[src/rtl/core/kic_pkg.sv]
// Package for the keypad integer calculator: key codes, operator codes,
// internal widths and the decimal power table. No dependencies.
package kic_pkg;

    localparam int DisplayDigitsDefault = 14;

    // Internal arithmetic is 64-bit two's complement.
    localparam int VAL_W  = 64;
    localparam int CHAR_W = 5;
    localparam int CNT_W  = 7;

    // Key kinds.
    localparam logic [2:0] KEY_DIGIT  = 3'd0;
    localparam logic [2:0] KEY_OPER   = 3'd1;
    localparam logic [2:0] KEY_EQUALS = 3'd2;
    localparam logic [2:0] KEY_NEGATE = 3'd3;
    localparam logic [2:0] KEY_CLEAR  = 3'd4;

    // Largest valid operator key code (remainder).
    localparam logic [2:0] OPC_MAX = 3'd4;

    // Pending operator codes.
    localparam logic [2:0] P_NONE = 3'd0;
    localparam logic [2:0] P_ADD  = 3'd1;
    localparam logic [2:0] P_SUB  = 3'd2;
    localparam logic [2:0] P_MUL  = 3'd3;
    localparam logic [2:0] P_DIV  = 3'd4;
    localparam logic [2:0] P_REM  = 3'd5;

    function automatic logic [VAL_W-1:0] kic_pow10(input logic [4:0] k);
        logic [VAL_W-1:0] p;
        case (k)
            5'd0:    p = 64'd1;
            5'd1:    p = 64'd10;
            5'd2:    p = 64'd100;
            5'd3:    p = 64'd1000;
            5'd4:    p = 64'd10000;
            5'd5:    p = 64'd100000;
            5'd6:    p = 64'd1000000;
            5'd7:    p = 64'd10000000;
            5'd8:    p = 64'd100000000;
            5'd9:    p = 64'd1000000000;
            5'd10:   p = 64'd10000000000;
            5'd11:   p = 64'd100000000000;
            5'd12:   p = 64'd1000000000000;
            5'd13:   p = 64'd10000000000000;
            5'd14:   p = 64'd100000000000000;
            5'd15:   p = 64'd1000000000000000;
            5'd16:   p = 64'd10000000000000000;
            5'd17:   p = 64'd100000000000000000;
            5'd18:   p = 64'd1000000000000000000;
            default: p = 64'd10000000000000000000;
        endcase
        return p;
    endfunction

    // Position of the highest set bit plus one; used only at elaboration.
    function automatic int kic_bitlen(input logic [VAL_W-1:0] v);
        int n;
        n = 0;
        for (int i = 0; i < VAL_W; i++)
        begin
            if (v[i])
            begin
                n = i + 1;
            end
        end
        return n;
    endfunction

endpackage

[src/rtl/core/keypad_integer_calculator.sv]
// Keypad integer calculator: one key in, one display description out.
// Digit, clear and plain operator keys go straight to the result; add and subtract run EXEC,
// SIGN, MAG, MOD, CNT and WB, negate starts at SIGN, multiply adds the MUL loop, divide and
// remainder DIV and QSEL, on the shared 65-bit adder/subtractor; a zero divisor ends at EXEC.
// One key at a time: a new key waits until the last result is in the output register.
// Reset (asynchronous, active low) sets the entry to "0", one character, no pending operator.
module keypad_integer_calculator
    import kic_pkg::*;
#(
    parameter int DISPLAY_DIGITS = DisplayDigitsDefault
)
(
    input  logic               clk,
    input  logic               rst_n,
    input  logic               in_valid,
    output logic               in_ready,
    input  logic [2:0]         func,
    input  logic [3:0]         digit,
    input  logic [2:0]         operator_code,
    output logic               out_valid,
    input  logic               out_ready,
    output logic signed [47:0] display_value,
    output logic [3:0]         display_chars,
    output logic               error_shown,
    output logic [2:0]         pending_operator
);

    localparam logic [VAL_W-1:0] LIMIT = kic_pow10(5'(DISPLAY_DIGITS));
    localparam int LIMIT_BITS = kic_bitlen(LIMIT);
    localparam int MOD_SHIFT  = VAL_W - LIMIT_BITS;
    localparam logic [VAL_W-1:0] MOD_DIVISOR = LIMIT << MOD_SHIFT;
    localparam logic [CNT_W-1:0] MOD_LAST = CNT_W'(MOD_SHIFT);
    localparam logic [CNT_W-1:0] CNT_LAST = CNT_W'(DISPLAY_DIGITS - 1);
    localparam logic [CNT_W-1:0] ITER_LAST = CNT_W'(VAL_W - 1);
    localparam logic [CHAR_W-1:0] MAX_CHARS = CHAR_W'(DISPLAY_DIGITS);

    localparam logic [3:0] S_IDLE = 4'd0;
    localparam logic [3:0] S_EXEC = 4'd1;
    localparam logic [3:0] S_MUL  = 4'd2;
    localparam logic [3:0] S_DIV  = 4'd3;
    localparam logic [3:0] S_QSEL = 4'd4;
    localparam logic [3:0] S_SIGN = 4'd5;
    localparam logic [3:0] S_MAG  = 4'd6;
    localparam logic [3:0] S_MOD  = 4'd7;
    localparam logic [3:0] S_CNT  = 4'd8;
    localparam logic [3:0] S_WB   = 4'd9;
    localparam logic [3:0] S_DONE = 4'd10;

    // What the current key does once a result has been formatted.
    localparam logic [1:0] K_NEG = 2'd0;
    localparam logic [1:0] K_EQ  = 2'd1;
    localparam logic [1:0] K_OP  = 2'd2;

    logic [3:0]        state_reg, state_next;
    logic [VAL_W-1:0]  first_reg, first_next;
    logic [VAL_W-1:0]  second_reg, second_next;
    logic [VAL_W-1:0]  shown_reg, shown_next;
    logic [CHAR_W-1:0] chars_reg, chars_next;
    logic [2:0]        pend_reg, pend_next;
    logic              fresh_reg, fresh_next;
    logic              err_reg, err_next;
    logic [2:0]        newop_reg, newop_next;
    logic [1:0]        kind_reg, kind_next;
    logic [VAL_W-1:0]  acc_reg, acc_next;
    logic [VAL_W-1:0]  opa_reg, opa_next;
    logic [VAL_W-1:0]  opb_reg, opb_next;
    logic [VAL_W-1:0]  mag_reg, mag_next;
    logic [CNT_W-1:0]  cnt_reg, cnt_next;
    logic [CHAR_W-1:0] ndig_reg, ndig_next;
    logic              sa_reg, sa_next;
    logic              sb_reg, sb_next;
    logic              negr_reg, negr_next;
    logic              negm_reg, negm_next;
    logic              out_valid_reg, out_valid_next;
    logic [47:0]       out_value_reg, out_value_next;
    logic [3:0]        out_chars_reg, out_chars_next;
    logic              out_err_reg, out_err_next;
    logic [2:0]        out_pend_reg, out_pend_next;

    // The shared adder/subtractor; carry out on subtract means a >= b.
    logic [VAL_W-1:0] alu_a, alu_b;
    logic             alu_sub;
    logic [VAL_W:0]   alu_sum;
    logic             alu_carry;
    logic [VAL_W-1:0] alu_res;

    assign alu_sum   = {1'b0, alu_a} + {1'b0, (alu_sub ? ~alu_b : alu_b)}
                       + {{VAL_W{1'b0}}, alu_sub};
    assign alu_carry = alu_sum[VAL_W];
    assign alu_res   = alu_sum[VAL_W-1:0];

    logic [VAL_W-1:0] times_ten;
    logic [VAL_W-1:0] digit_ext;
    logic [VAL_W-1:0] rem_shift;

    assign times_ten = (shown_reg << 3) + (shown_reg << 1);
    assign digit_ext = {{(VAL_W-4){1'b0}}, digit};
    assign rem_shift = {acc_reg[VAL_W-2:0], opa_reg[VAL_W-1]};

    assign in_ready = (state_reg == S_IDLE);

    always_comb
    begin
        state_next     = state_reg;
        first_next     = first_reg;
        second_next    = second_reg;
        shown_next     = shown_reg;
        chars_next     = chars_reg;
        pend_next      = pend_reg;
        fresh_next     = fresh_reg;
        err_next       = err_reg;
        newop_next     = newop_reg;
        kind_next      = kind_reg;
        acc_next       = acc_reg;
        opa_next       = opa_reg;
        opb_next       = opb_reg;
        mag_next       = mag_reg;
        cnt_next       = cnt_reg;
        ndig_next      = ndig_reg;
        sa_next        = sa_reg;
        sb_next        = sb_reg;
        negr_next      = negr_reg;
        negm_next      = negm_reg;
        out_valid_next = out_valid_reg & ~out_ready;
        out_value_next = out_value_reg;
        out_chars_next = out_chars_reg;
        out_err_next   = out_err_reg;
        out_pend_next  = out_pend_reg;
        alu_a          = '0;
        alu_b          = '0;
        alu_sub        = 1'b0;

        case (state_reg)
            S_IDLE:
            begin
                if (in_valid)
                begin
                    state_next = S_DONE;
                    case (func)
                        KEY_DIGIT:
                        begin
                            if (digit <= 4'd9)
                            begin
                                if (fresh_reg || err_reg)
                                begin
                                    shown_next = digit_ext;
                                    chars_next = CHAR_W'(1);
                                    fresh_next = 1'b0;
                                    err_next   = 1'b0;
                                end
                                else if (chars_reg < MAX_CHARS)
                                begin
                                    // A negative entry grows in magnitude.
                                    shown_next = shown_reg[VAL_W-1] ? times_ten - digit_ext
                                                                    : times_ten + digit_ext;
                                    chars_next = chars_reg + CHAR_W'(1);
                                end
                            end
                        end
                        KEY_OPER:
                        begin
                            if (operator_code <= OPC_MAX)
                            begin
                                newop_next = operator_code + 3'd1;
                                if (pend_reg != P_NONE)
                                begin
                                    second_next = shown_reg;
                                    kind_next   = K_OP;
                                    state_next  = S_EXEC;
                                end
                                else
                                begin
                                    first_next = shown_reg;
                                    pend_next  = operator_code + 3'd1;
                                    fresh_next = 1'b1;
                                end
                            end
                        end
                        KEY_EQUALS:
                        begin
                            if (pend_reg != P_NONE)
                            begin
                                second_next = shown_reg;
                                kind_next   = K_EQ;
                                state_next  = S_EXEC;
                            end
                        end
                        KEY_NEGATE:
                        begin
                            acc_next   = shown_reg;
                            negr_next  = 1'b1;
                            kind_next  = K_NEG;
                            state_next = S_SIGN;
                        end
                        KEY_CLEAR:
                        begin
                            first_next  = '0;
                            second_next = '0;
                            pend_next   = P_NONE;
                            shown_next  = '0;
                            chars_next  = CHAR_W'(1);
                            fresh_next  = 1'b1;
                            err_next    = 1'b0;
                        end
                        default:
                        begin
                        end
                    endcase
                end
            end
            S_EXEC:
            begin
                negr_next = 1'b0;
                case (pend_reg)
                    P_ADD, P_SUB:
                    begin
                        alu_a      = first_reg;
                        alu_b      = second_reg;
                        alu_sub    = (pend_reg == P_SUB);
                        acc_next   = alu_res;
                        state_next = S_SIGN;
                    end
                    P_MUL:
                    begin
                        acc_next   = '0;
                        opa_next   = first_reg;
                        opb_next   = second_reg;
                        cnt_next   = '0;
                        state_next = S_MUL;
                    end
                    P_DIV, P_REM:
                    begin
                        if (second_reg == '0)
                        begin
                            // Division error: the pending operator stays unless a new
                            // operator key replaces it.
                            err_next   = 1'b1;
                            shown_next = '0;
                            chars_next = CHAR_W'(3);
                            if (kind_reg == K_OP)
                            begin
                                first_next = '0;
                                pend_next  = newop_reg;
                                fresh_next = 1'b1;
                            end
                            state_next = S_DONE;
                        end
                        else
                        begin
                            alu_sub    = 1'b1;
                            alu_b      = first_reg;
                            sa_next    = first_reg[VAL_W-1];
                            sb_next    = second_reg[VAL_W-1];
                            opa_next   = first_reg[VAL_W-1] ? alu_res : first_reg;
                            opb_next   = second_reg[VAL_W-1] ? (~second_reg + 64'd1)
                                                             : second_reg;
                            acc_next   = '0;
                            cnt_next   = '0;
                            state_next = S_DIV;
                        end
                    end
                    default:
                    begin
                        acc_next   = first_reg;
                        state_next = S_SIGN;
                    end
                endcase
            end
            S_MUL:
            begin
                alu_a    = acc_reg;
                alu_b    = opa_reg;
                if (opb_reg[0])
                begin
                    acc_next = alu_res;
                end
                opa_next = opa_reg << 1;
                opb_next = opb_reg >> 1;
                cnt_next = cnt_reg + CNT_W'(1);
                if (cnt_reg == ITER_LAST)
                begin
                    state_next = S_SIGN;
                end
            end
            S_DIV:
            begin
                // Restoring division: opa shifts out the dividend and in the quotient.
                alu_a    = rem_shift;
                alu_b    = opb_reg;
                alu_sub  = 1'b1;
                acc_next = alu_carry ? alu_res : rem_shift;
                opa_next = {opa_reg[VAL_W-2:0], alu_carry};
                cnt_next = cnt_reg + CNT_W'(1);
                if (cnt_reg == ITER_LAST)
                begin
                    state_next = S_QSEL;
                end
            end
            S_QSEL:
            begin
                if (pend_reg == P_DIV)
                begin
                    acc_next  = opa_reg;
                    negr_next = sa_reg ^ sb_reg;
                end
                else
                begin
                    negr_next = sa_reg;
                end
                state_next = S_SIGN;
            end
            S_SIGN:
            begin
                alu_b      = acc_reg;
                alu_sub    = 1'b1;
                acc_next   = negr_reg ? alu_res : acc_reg;
                state_next = S_MAG;
            end
            S_MAG:
            begin
                alu_b      = acc_reg;
                alu_sub    = 1'b1;
                negm_next  = acc_reg[VAL_W-1];
                acc_next   = acc_reg[VAL_W-1] ? alu_res : acc_reg;
                mag_next   = acc_reg[VAL_W-1] ? alu_res : acc_reg;
                opb_next   = MOD_DIVISOR;
                cnt_next   = '0;
                state_next = S_MOD;
            end
            S_MOD:
            begin
                // Reduce the magnitude modulo 10^DISPLAY_DIGITS by shifted subtraction.
                alu_a    = acc_reg;
                alu_b    = opb_reg;
                alu_sub  = 1'b1;
                if (alu_carry)
                begin
                    acc_next = alu_res;
                end
                opb_next = opb_reg >> 1;
                cnt_next = cnt_reg + CNT_W'(1);
                if (cnt_reg == MOD_LAST)
                begin
                    cnt_next   = CNT_W'(1);
                    ndig_next  = CHAR_W'(1);
                    state_next = S_CNT;
                end
            end
            S_CNT:
            begin
                // One decimal place per cycle: count the powers of ten not above the magnitude.
                alu_a    = mag_reg;
                alu_b    = kic_pow10(cnt_reg[4:0]);
                alu_sub  = 1'b1;
                if (alu_carry)
                begin
                    ndig_next = ndig_reg + CHAR_W'(1);
                end
                cnt_next = cnt_reg + CNT_W'(1);
                if (cnt_reg >= CNT_LAST)
                begin
                    state_next = S_WB;
                end
            end
            S_WB:
            begin
                alu_b      = acc_reg;
                alu_sub    = 1'b1;
                shown_next = negm_reg ? alu_res : acc_reg;
                chars_next = ndig_reg + {{(CHAR_W-1){1'b0}}, negm_reg};
                err_next   = 1'b0;
                if (kind_reg != K_NEG)
                begin
                    first_next = negm_reg ? alu_res : acc_reg;
                    pend_next  = (kind_reg == K_OP) ? newop_reg : P_NONE;
                    fresh_next = 1'b1;
                end
                state_next = S_DONE;
            end
            S_DONE:
            begin
                if (!out_valid_reg || out_ready)
                begin
                    out_valid_next = 1'b1;
                    out_value_next = shown_reg[47:0];
                    out_chars_next = chars_reg[3:0];
                    out_err_next   = err_reg;
                    out_pend_next  = pend_reg;
                    state_next     = S_IDLE;
                end
            end
            default:
            begin
                state_next = S_IDLE;
            end
        endcase
    end

    always_ff @(posedge clk or negedge rst_n)
    begin
        if (!rst_n)
        begin
            state_reg     <= S_IDLE;
            first_reg     <= '0;
            second_reg    <= '0;
            shown_reg     <= '0;
            chars_reg     <= CHAR_W'(1);
            pend_reg      <= P_NONE;
            fresh_reg     <= 1'b1;
            err_reg       <= 1'b0;
            out_valid_reg <= 1'b0;
        end
        else
        begin
            state_reg     <= state_next;
            first_reg     <= first_next;
            second_reg    <= second_next;
            shown_reg     <= shown_next;
            chars_reg     <= chars_next;
            pend_reg      <= pend_next;
            fresh_reg     <= fresh_next;
            err_reg       <= err_next;
            out_valid_reg <= out_valid_next;
        end
    end

    always_ff @(posedge clk)
    begin
        newop_reg     <= newop_next;
        kind_reg      <= kind_next;
        acc_reg       <= acc_next;
        opa_reg       <= opa_next;
        opb_reg       <= opb_next;
        mag_reg       <= mag_next;
        cnt_reg       <= cnt_next;
        ndig_reg      <= ndig_next;
        sa_reg        <= sa_next;
        sb_reg        <= sb_next;
        negr_reg      <= negr_next;
        negm_reg      <= negm_next;
        out_value_reg <= out_value_next;
        out_chars_reg <= out_chars_next;
        out_err_reg   <= out_err_next;
        out_pend_reg  <= out_pend_next;
    end

    assign out_valid        = out_valid_reg;
    assign display_value    = out_value_reg;
    assign display_chars    = out_chars_reg;
    assign error_shown      = out_err_reg;
    assign pending_operator = out_pend_reg;

endmodule
[config.mk]
export PLATFORM = sky130hd
export DESIGN_NAME = keypad_integer_calculator
export DESIGN_NICKNAME = d
export VERILOG_FILES = /design/src/rtl/core/kic_pkg.sv /design/src/rtl/core/keypad_integer_calculator.sv
export SDC_FILE = /design/constraint.sdc
export NUM_CORES = 2
export LEC_CHECK = 0
export BUFFER_PORTS_ARGS = -buffer_cell sky130_fd_sc_hd__buf_2
export CORE_AREA = 2 2 263 317
export DETAILED_ROUTE_END_ITERATION = 16
export DIE_AREA = 0 0 265 319
export GPL_ROUTABILITY_DRIVEN = 1
export PLACE_DENSITY = 0.73
export RECOVER_POWER = 25
export SLEW_MARGIN = 20
export SYNTH_ARGS = -nofsm -noshare
export SYNTH_HDL_FRONTEND = slang
export SYNTH_SLANG_ARGS = --single-unit
export TNS_END_PERCENT = 5
[constraint.sdc]
create_clock -name clk -period 15.15 [get_ports clk]
set_input_delay 0.7575 -clock clk [delete_from_list [all_inputs] [get_ports clk]]
set_output_delay 0.7575 -clock clk [all_outputs]
set_load 0.005 [all_outputs]
# After elaboration in Yosys (flattened, before gate mapping)
# Memory sizes are Yosys's and may differ from the RTL's. A register that Yosys moved wholly into a read port is not among the register bits.
# Index checks and enable logic that the tools add are counted.
# Widths: inputs -> output; s select.
# classes
add_sub_neg	11
order_cmp	4
eq_ne	51
n_mux	114
bitwise_logic	6
reduce_logical	40
# ops
op	n
$mux 64	33
$pmux 64 s3	6
$pmux 64 s2	5
$pmux 64 s8	1
$pmux 64 s5	1
$pmux 64 s4	1
$not 64->64	2
$add 64x64->65	1
$add 65x1->65	1
$add 64x1->64 const B	1
$add 64x4->64	1
$add 64x64->64	1
$logic_not 64->1	1
$sub 64x4->64	1
$mux 5	9
$pmux 4 s11	1
$mux 4	9
$ne 2x2->1 const B	18
$pmux 7 s4	1
$mux 3	8
$reduce_bool 3->1	7
$pmux 5 s2	2
$mux 1	18
$reduce_and 3->1	6
55 further kinds	91
# totals
reg_bits	540
romBits	1888
inputBits	14
out_inout_bits	58
memories	1
# mem_list
name	depth	word_bits	rd	rd_ports_with_merged_regs	wr	line	text
(name not given)	32	59	1	1	0	kic_pkg.sv:32	case (k)

# Depth between registers and ports, before layout
# logic_depth
depth_word	12
mapped_depth	28
mapped_depth_nobuf	24

# Least setup slack after synthesis
# No wires, ideal clock.
# synth_timing
kind	register to register
from	register second_reg[20]
to	register acc_reg[0] (enable)
arrival_ns	10.326
slack_ns	4.242
path_stages_with_launch	23
n_path_buf	4
period_less_slack_ns	10.908
path_cell_list	dfrtp_1 -> or4_4 -> or4_4 -> nor4_2 -> nand4_2 -> nand2_1 -> clkbuf_1 -> buf_1 -> o211ai_1 -> o21a_1 -> ha_1 -> a21o_1 -> a21oi_1 -> o21ai_0 -> a211oi_1 -> a2111oi_0 -> o2111ai_1 -> a21oi_1 -> o221ai_1 -> clkbuf_1 -> clkbuf_1 -> nor2b_1 -> a211oi_1
# synth_between
elab_chain_cells	10
word_cells_on_any_way	14
cone_classes	add/sub: 2; eq/ne: 2; mux: 7; bitwise: 1; reduce/logical: 2
# synth_lines
element	line	text
start, declared	keypad_integer_calculator.sv:56	logic [VAL_W-1:0] second_reg, second_next;
start signal, assigned	keypad_integer_calculator.sv:417	second_reg <= second_next;
$logic_not 64->1	keypad_integer_calculator.sv:233	if (second_reg == '0)
$mux 64	keypad_integer_calculator.sv:233	
$pmux 64 s2	keypad_integer_calculator.sv:214	case (pend_reg)
$pmux 64 s5	keypad_integer_calculator.sv:133	case (state_reg)
$not 64->64	keypad_integer_calculator.sv:87	assign alu_sum = {1'b0, alu_a} + {1'b0, (alu_sub ? ~alu_b : alu_b)}
$mux 64	keypad_integer_calculator.sv:87	
$add 64x64->65	keypad_integer_calculator.sv:87	
$add 65x1->65	keypad_integer_calculator.sv:88	+ {{VAL_W{1'b0}}, alu_sub};
$ne 2x2->1 (no line)	-	
$reduce_and 8->1 (no line) *	-	
end signal, assigned	keypad_integer_calculator.sv:431	acc_reg <= acc_next;
end, declared	keypad_integer_calculator.sv:64	logic [VAL_W-1:0] acc_reg, acc_next;
# Mark *: on every way between the ends. The rest lies on a longest branch, timed or not.
# A chain may end at the register's enable or synchronous reset.

# Final worst setup path
# layout_timing
from	register state_reg[1]
to	register acc_reg[38], data pin
# layout_between
elab_chain_cells	9
word_cells_on_any_way	28
cone_classes	add/sub: 2; eq/ne: 9; mux: 11; bitwise: 1; reduce/logical: 5
# layout_lines
element	line	text
start, declared	keypad_integer_calculator.sv:54	logic [3:0] state_reg, state_next;
start signal, assigned	keypad_integer_calculator.sv:415	state_reg <= state_next;
$eq 4x4->1 (tied with other cells)	keypad_integer_calculator.sv:133	
$reduce_or 3->1 (no line) or $reduce_or 2->1 (tied branches)	-	
$pmux 64 s5	keypad_integer_calculator.sv:133	
$not 64->64	keypad_integer_calculator.sv:87	
$mux 64	keypad_integer_calculator.sv:87	
$add 64x64->65	keypad_integer_calculator.sv:87	
$add 65x1->65	keypad_integer_calculator.sv:88	
$pmux 64 s3 (tied with other cells)	keypad_integer_calculator.sv:214	
$pmux 64 s8 *	keypad_integer_calculator.sv:133	
named net acc_next[38]	keypad_integer_calculator.sv:64	
# Mark *: on every way through the listed nets, which the timed path passes. The rest lies on a longest branch. The select of a mux whose other input is x is not followed.

==> flow_metrics.tcl <==
set metrics [dict create \
    hpwl_um 134900 \
    cts_buffers 69 \
    h-tree-depth 3 \
    r2r_cells 21 \
    crit_type "flip-flop to flip-flop" \
    fp-row-count 115 \
    placed_area_um2 45410 \
    drive_above_1_share_pct 8.646 \
    pin_count 72 \
    reg2reg_from "state_reg[1]" \
    wl_um 192300 \
    clock_latency_ps 660 \
    ctsHoldBuffers 0 \
    min_path_type "primary input to flip-flop" \
    crit_fanout 64 \
    grt_max_degree 82 \
    seq_area_frac_synth_pct 36.56 \
    timing.fmax_mhz 109.9 \
    r2r_end "acc_reg[38]" \
    dieArea_um2 84540 \
    setup_viol_count_final 0 \
    gp_congestion 1.014 \
    clock_sinks 594 \
    violations "max-capacitance violations, max-slew violations" \
    start_util_pct 54.62 \
    endpoint "acc_reg[38]" \
    cts_tree "done" \
    relSlewSlack_pct -240.9 \
    ff2ff_setup_slack_ps 6050 \
    fillers 7362 \
    ant_nets 0 \
    syn_area_per_cell_um2 8.537 \
    syn2layout_area_growth_pct 7.254 \
    synthFlopType "edfxtp_1" \
    design_area_um2 47710 \
    end_kind "flip-flop" \
    syn-num-nets 5376 \
    clock_skew_ps 32.29 \
    final_hold_viol_count 0 \
    async_reset_ff_share_pct 34.85 \
    antenna_found_initial 13 \
    vias 44777 \
    period_needed_ps 9097 \
    worst_slew_pin_slew_ps 5114 \
    synth_edf_count 333 \
    core-area_um2 81440 \
    path_clk_slew_ps 60 \
    ctsResizeCount 0 \
    status "finished, violations left" \
    first_pass_iters 8 \
    synth_cell_type_count 129 \
    grt_pass1_wl_um 281300 \
    nets 5232 \
    die_x_um 265 \
    fin_ws_ps 6053 \
    fin_crit_sh_pct 60.05 \
    crit_start "state_reg[1]" \
    grt_pass1_vias 42688 \
    cp-start-kind "flip-flop" \
    synth_warnings 0 \
    cts_root_buf "clkbuf_16" \
    port_buffers 71 \
    regArea_um2 16260 \
    dp_slack_ps 6303 \
    clockBufferDepth 3 \
    worstPathRequired_ps 15630 \
    critPathArrivalTime_ps 9570 \
    netlist_area_um2 44490 \
    wl_per_cell_um 31.10 \
    tns_ps 0 \
    ys_ff_latch 594 \
    track_usage_pct 44.50 \
    cts_setup_buffers 0 \
    drcViolationCount 0 \
    maxCapViolCount 4 \
    multi_input_area_um2 26670 \
    syn_inst 5211 \
    rsz0062_at_grt "false" \
    drt_iter0_drc 6990 \
    slew_violations 262 \
    overflow 0 \
    fp.dieH_um 319 \
    via_per_inst 7.243 \
]
==> area by class of cell <==
cell class	instances	area share, %
multi-input combinational	4186	55.89
sequential	594	34.09
clock buffer	99	4.214
tap	1053	2.761
timing repair buffer	144	1.820
clock inverter	29	0.6320
inverter	72	0.5717
antenna	5	0.02622
==> worst min-delay path by stage <==
stage | from | endpoint | slack (ps) | cells after the start
floorplan | pend_reg[0] | pending_operator[0] | 420 | 0
global placement | fresh_reg | fresh_reg | 510 | 1
detailed placement | fresh_reg | fresh_reg | 510 | 1
CTS | rst_n | first_reg[56] | 130 | 1
global route | out_ready | out_valid | 340 | 2
finish | out_ready | out_valid | 330 | 2
==> cells in the final DEF (no fill, tap or decap), types with 28 or more instances in the layout <==
| master | n |
|---|---|
| nor2_1 | 418 |
| nand3_1 | 63 |
| clkbuf_1 | 33 |
| clkbuf_16 | 70 |
| mux2_2 | 74 |
| dfxtp_1 | 54 |
| a21oi_1 | 491 |
| o21a_1 | 102 |
| a221oi_1 | 72 |
| xor2_1 | 100 |
| nand2_1 | 817 |
| nor3_1 | 87 |
| and3_1 | 29 |
| a221o_1 | 71 |
| nand4_1 | 66 |
| nor4_1 | 28 |
| or3_1 | 37 |
| xnor2_1 | 138 |
| dfrtp_1 | 205 |
| o211ai_1 | 93 |
| a22oi_1 | 39 |
| o31ai_1 | 30 |
| o21ai_0 | 433 |
| a31oi_1 | 57 |
| edfxtp_1 | 333 |
| a222oi_1 | 110 |
| ha_1 | 147 |
| a21o_1 | 82 |
| nor2b_1 | 30 |
| inv_1 | 69 |
| buf_2 | 55 |
| buf_4 | 68 |
| mux2i_1 | 139 |
==> stage by stage <==
step | utilization [%] | hold WS, ps | cells
2_1_floorplan | - | 423.1 | 5211
3_3_place_gp | 55.76 | 505.0 | 6048
3_5_place_dp | 55.76 | 512.3 | 6048
4_1_cts | 58.60 | 126.9 | 6176
5_1_grt | 58.58 | 340.7 | 6181
6_report | 58.59 | 330.3 | 6182
==> worst max-delay path, cell delays in order, from the launching register on <==
cell and delay, ps:
dfrtp_1 680, or4b_1 1050, nor3_4 280, buf_4 670, buf_4 800, a221o_1 320, mux2_1 170, a31o_1 170
fa_1 240, a21o_1 140, a21oi_1 110, o21ai_0 520, a211oi_1 190, a2111oi_2 1000, o2111ai_1 310, a21oi_1 310
o221ai_4 150, buf_4 320, nand2b_1 310, nand2_1 790, nand2_1 110, a41oi_1 260
==> logic make-up after synthesis <==
logic type / synth area share [%]
AOI/OAI and AO/OA: 27.21
and+or+nand+nor: 18.15
DFF: 36.56
buffers and inverters: 3.985
xor gates and xnor gates: 4.722
muxes: 5.060
adders and majority gates: 4.315
==> Yosys cell counts, types with 18 or more instances <==
library cell	count	share of area, %
o21ai_1	23	0.26
nor2_1	423	3.6
inv_1	69	0.58
xnor2_1	138	2.7
mux2_2	74	1.9
clkbuf_1	296	2.5
xor2_1	100	2.0
ha_1	147	4.1
a22oi_1	39	0.66
nor3_1	90	1.0
edfxtp_1	333	22
and2_1	29	0.41
a221o_1	72	1.6
o21a_1	102	1.7
a222oi_1	110	2.5
nand2b_1	18	0.25
o21ai_0	434	4.9
nor2b_1	30	0.42
a31oi_1	58	0.82
buf_1	25	0.21
or3_1	37	0.52
a211oi_1	28	0.47
a21o_1	83	1.4
nor4_1	30	0.42
dfxtp_1	54	2.4
o31ai_1	30	0.51
mux2i_1	139	3.1
and3_1	30	0.42
dfrtp_1	205	12
o211ai_1	93	1.6
o21bai_1	23	0.39
nand2_1	824	7.0
a21oi_1	494	5.6
nand4_1	66	0.93
nand3_1	64	0.72
a221oi_1	72	1.4
==> per-layer routing <==
metal	vias up	global-route usage, %	part of all wire [%]
met3	786	15.27	14
met5	-	2.358	0.20
met1	21266	55.32	36
met2	3340	66.41	42
li1	19363	-	-
met4	22	26.85	7.2
Power is not shown: default switching activity piles up to over one toggle a cycle in this logic, so the estimate is an artifact.
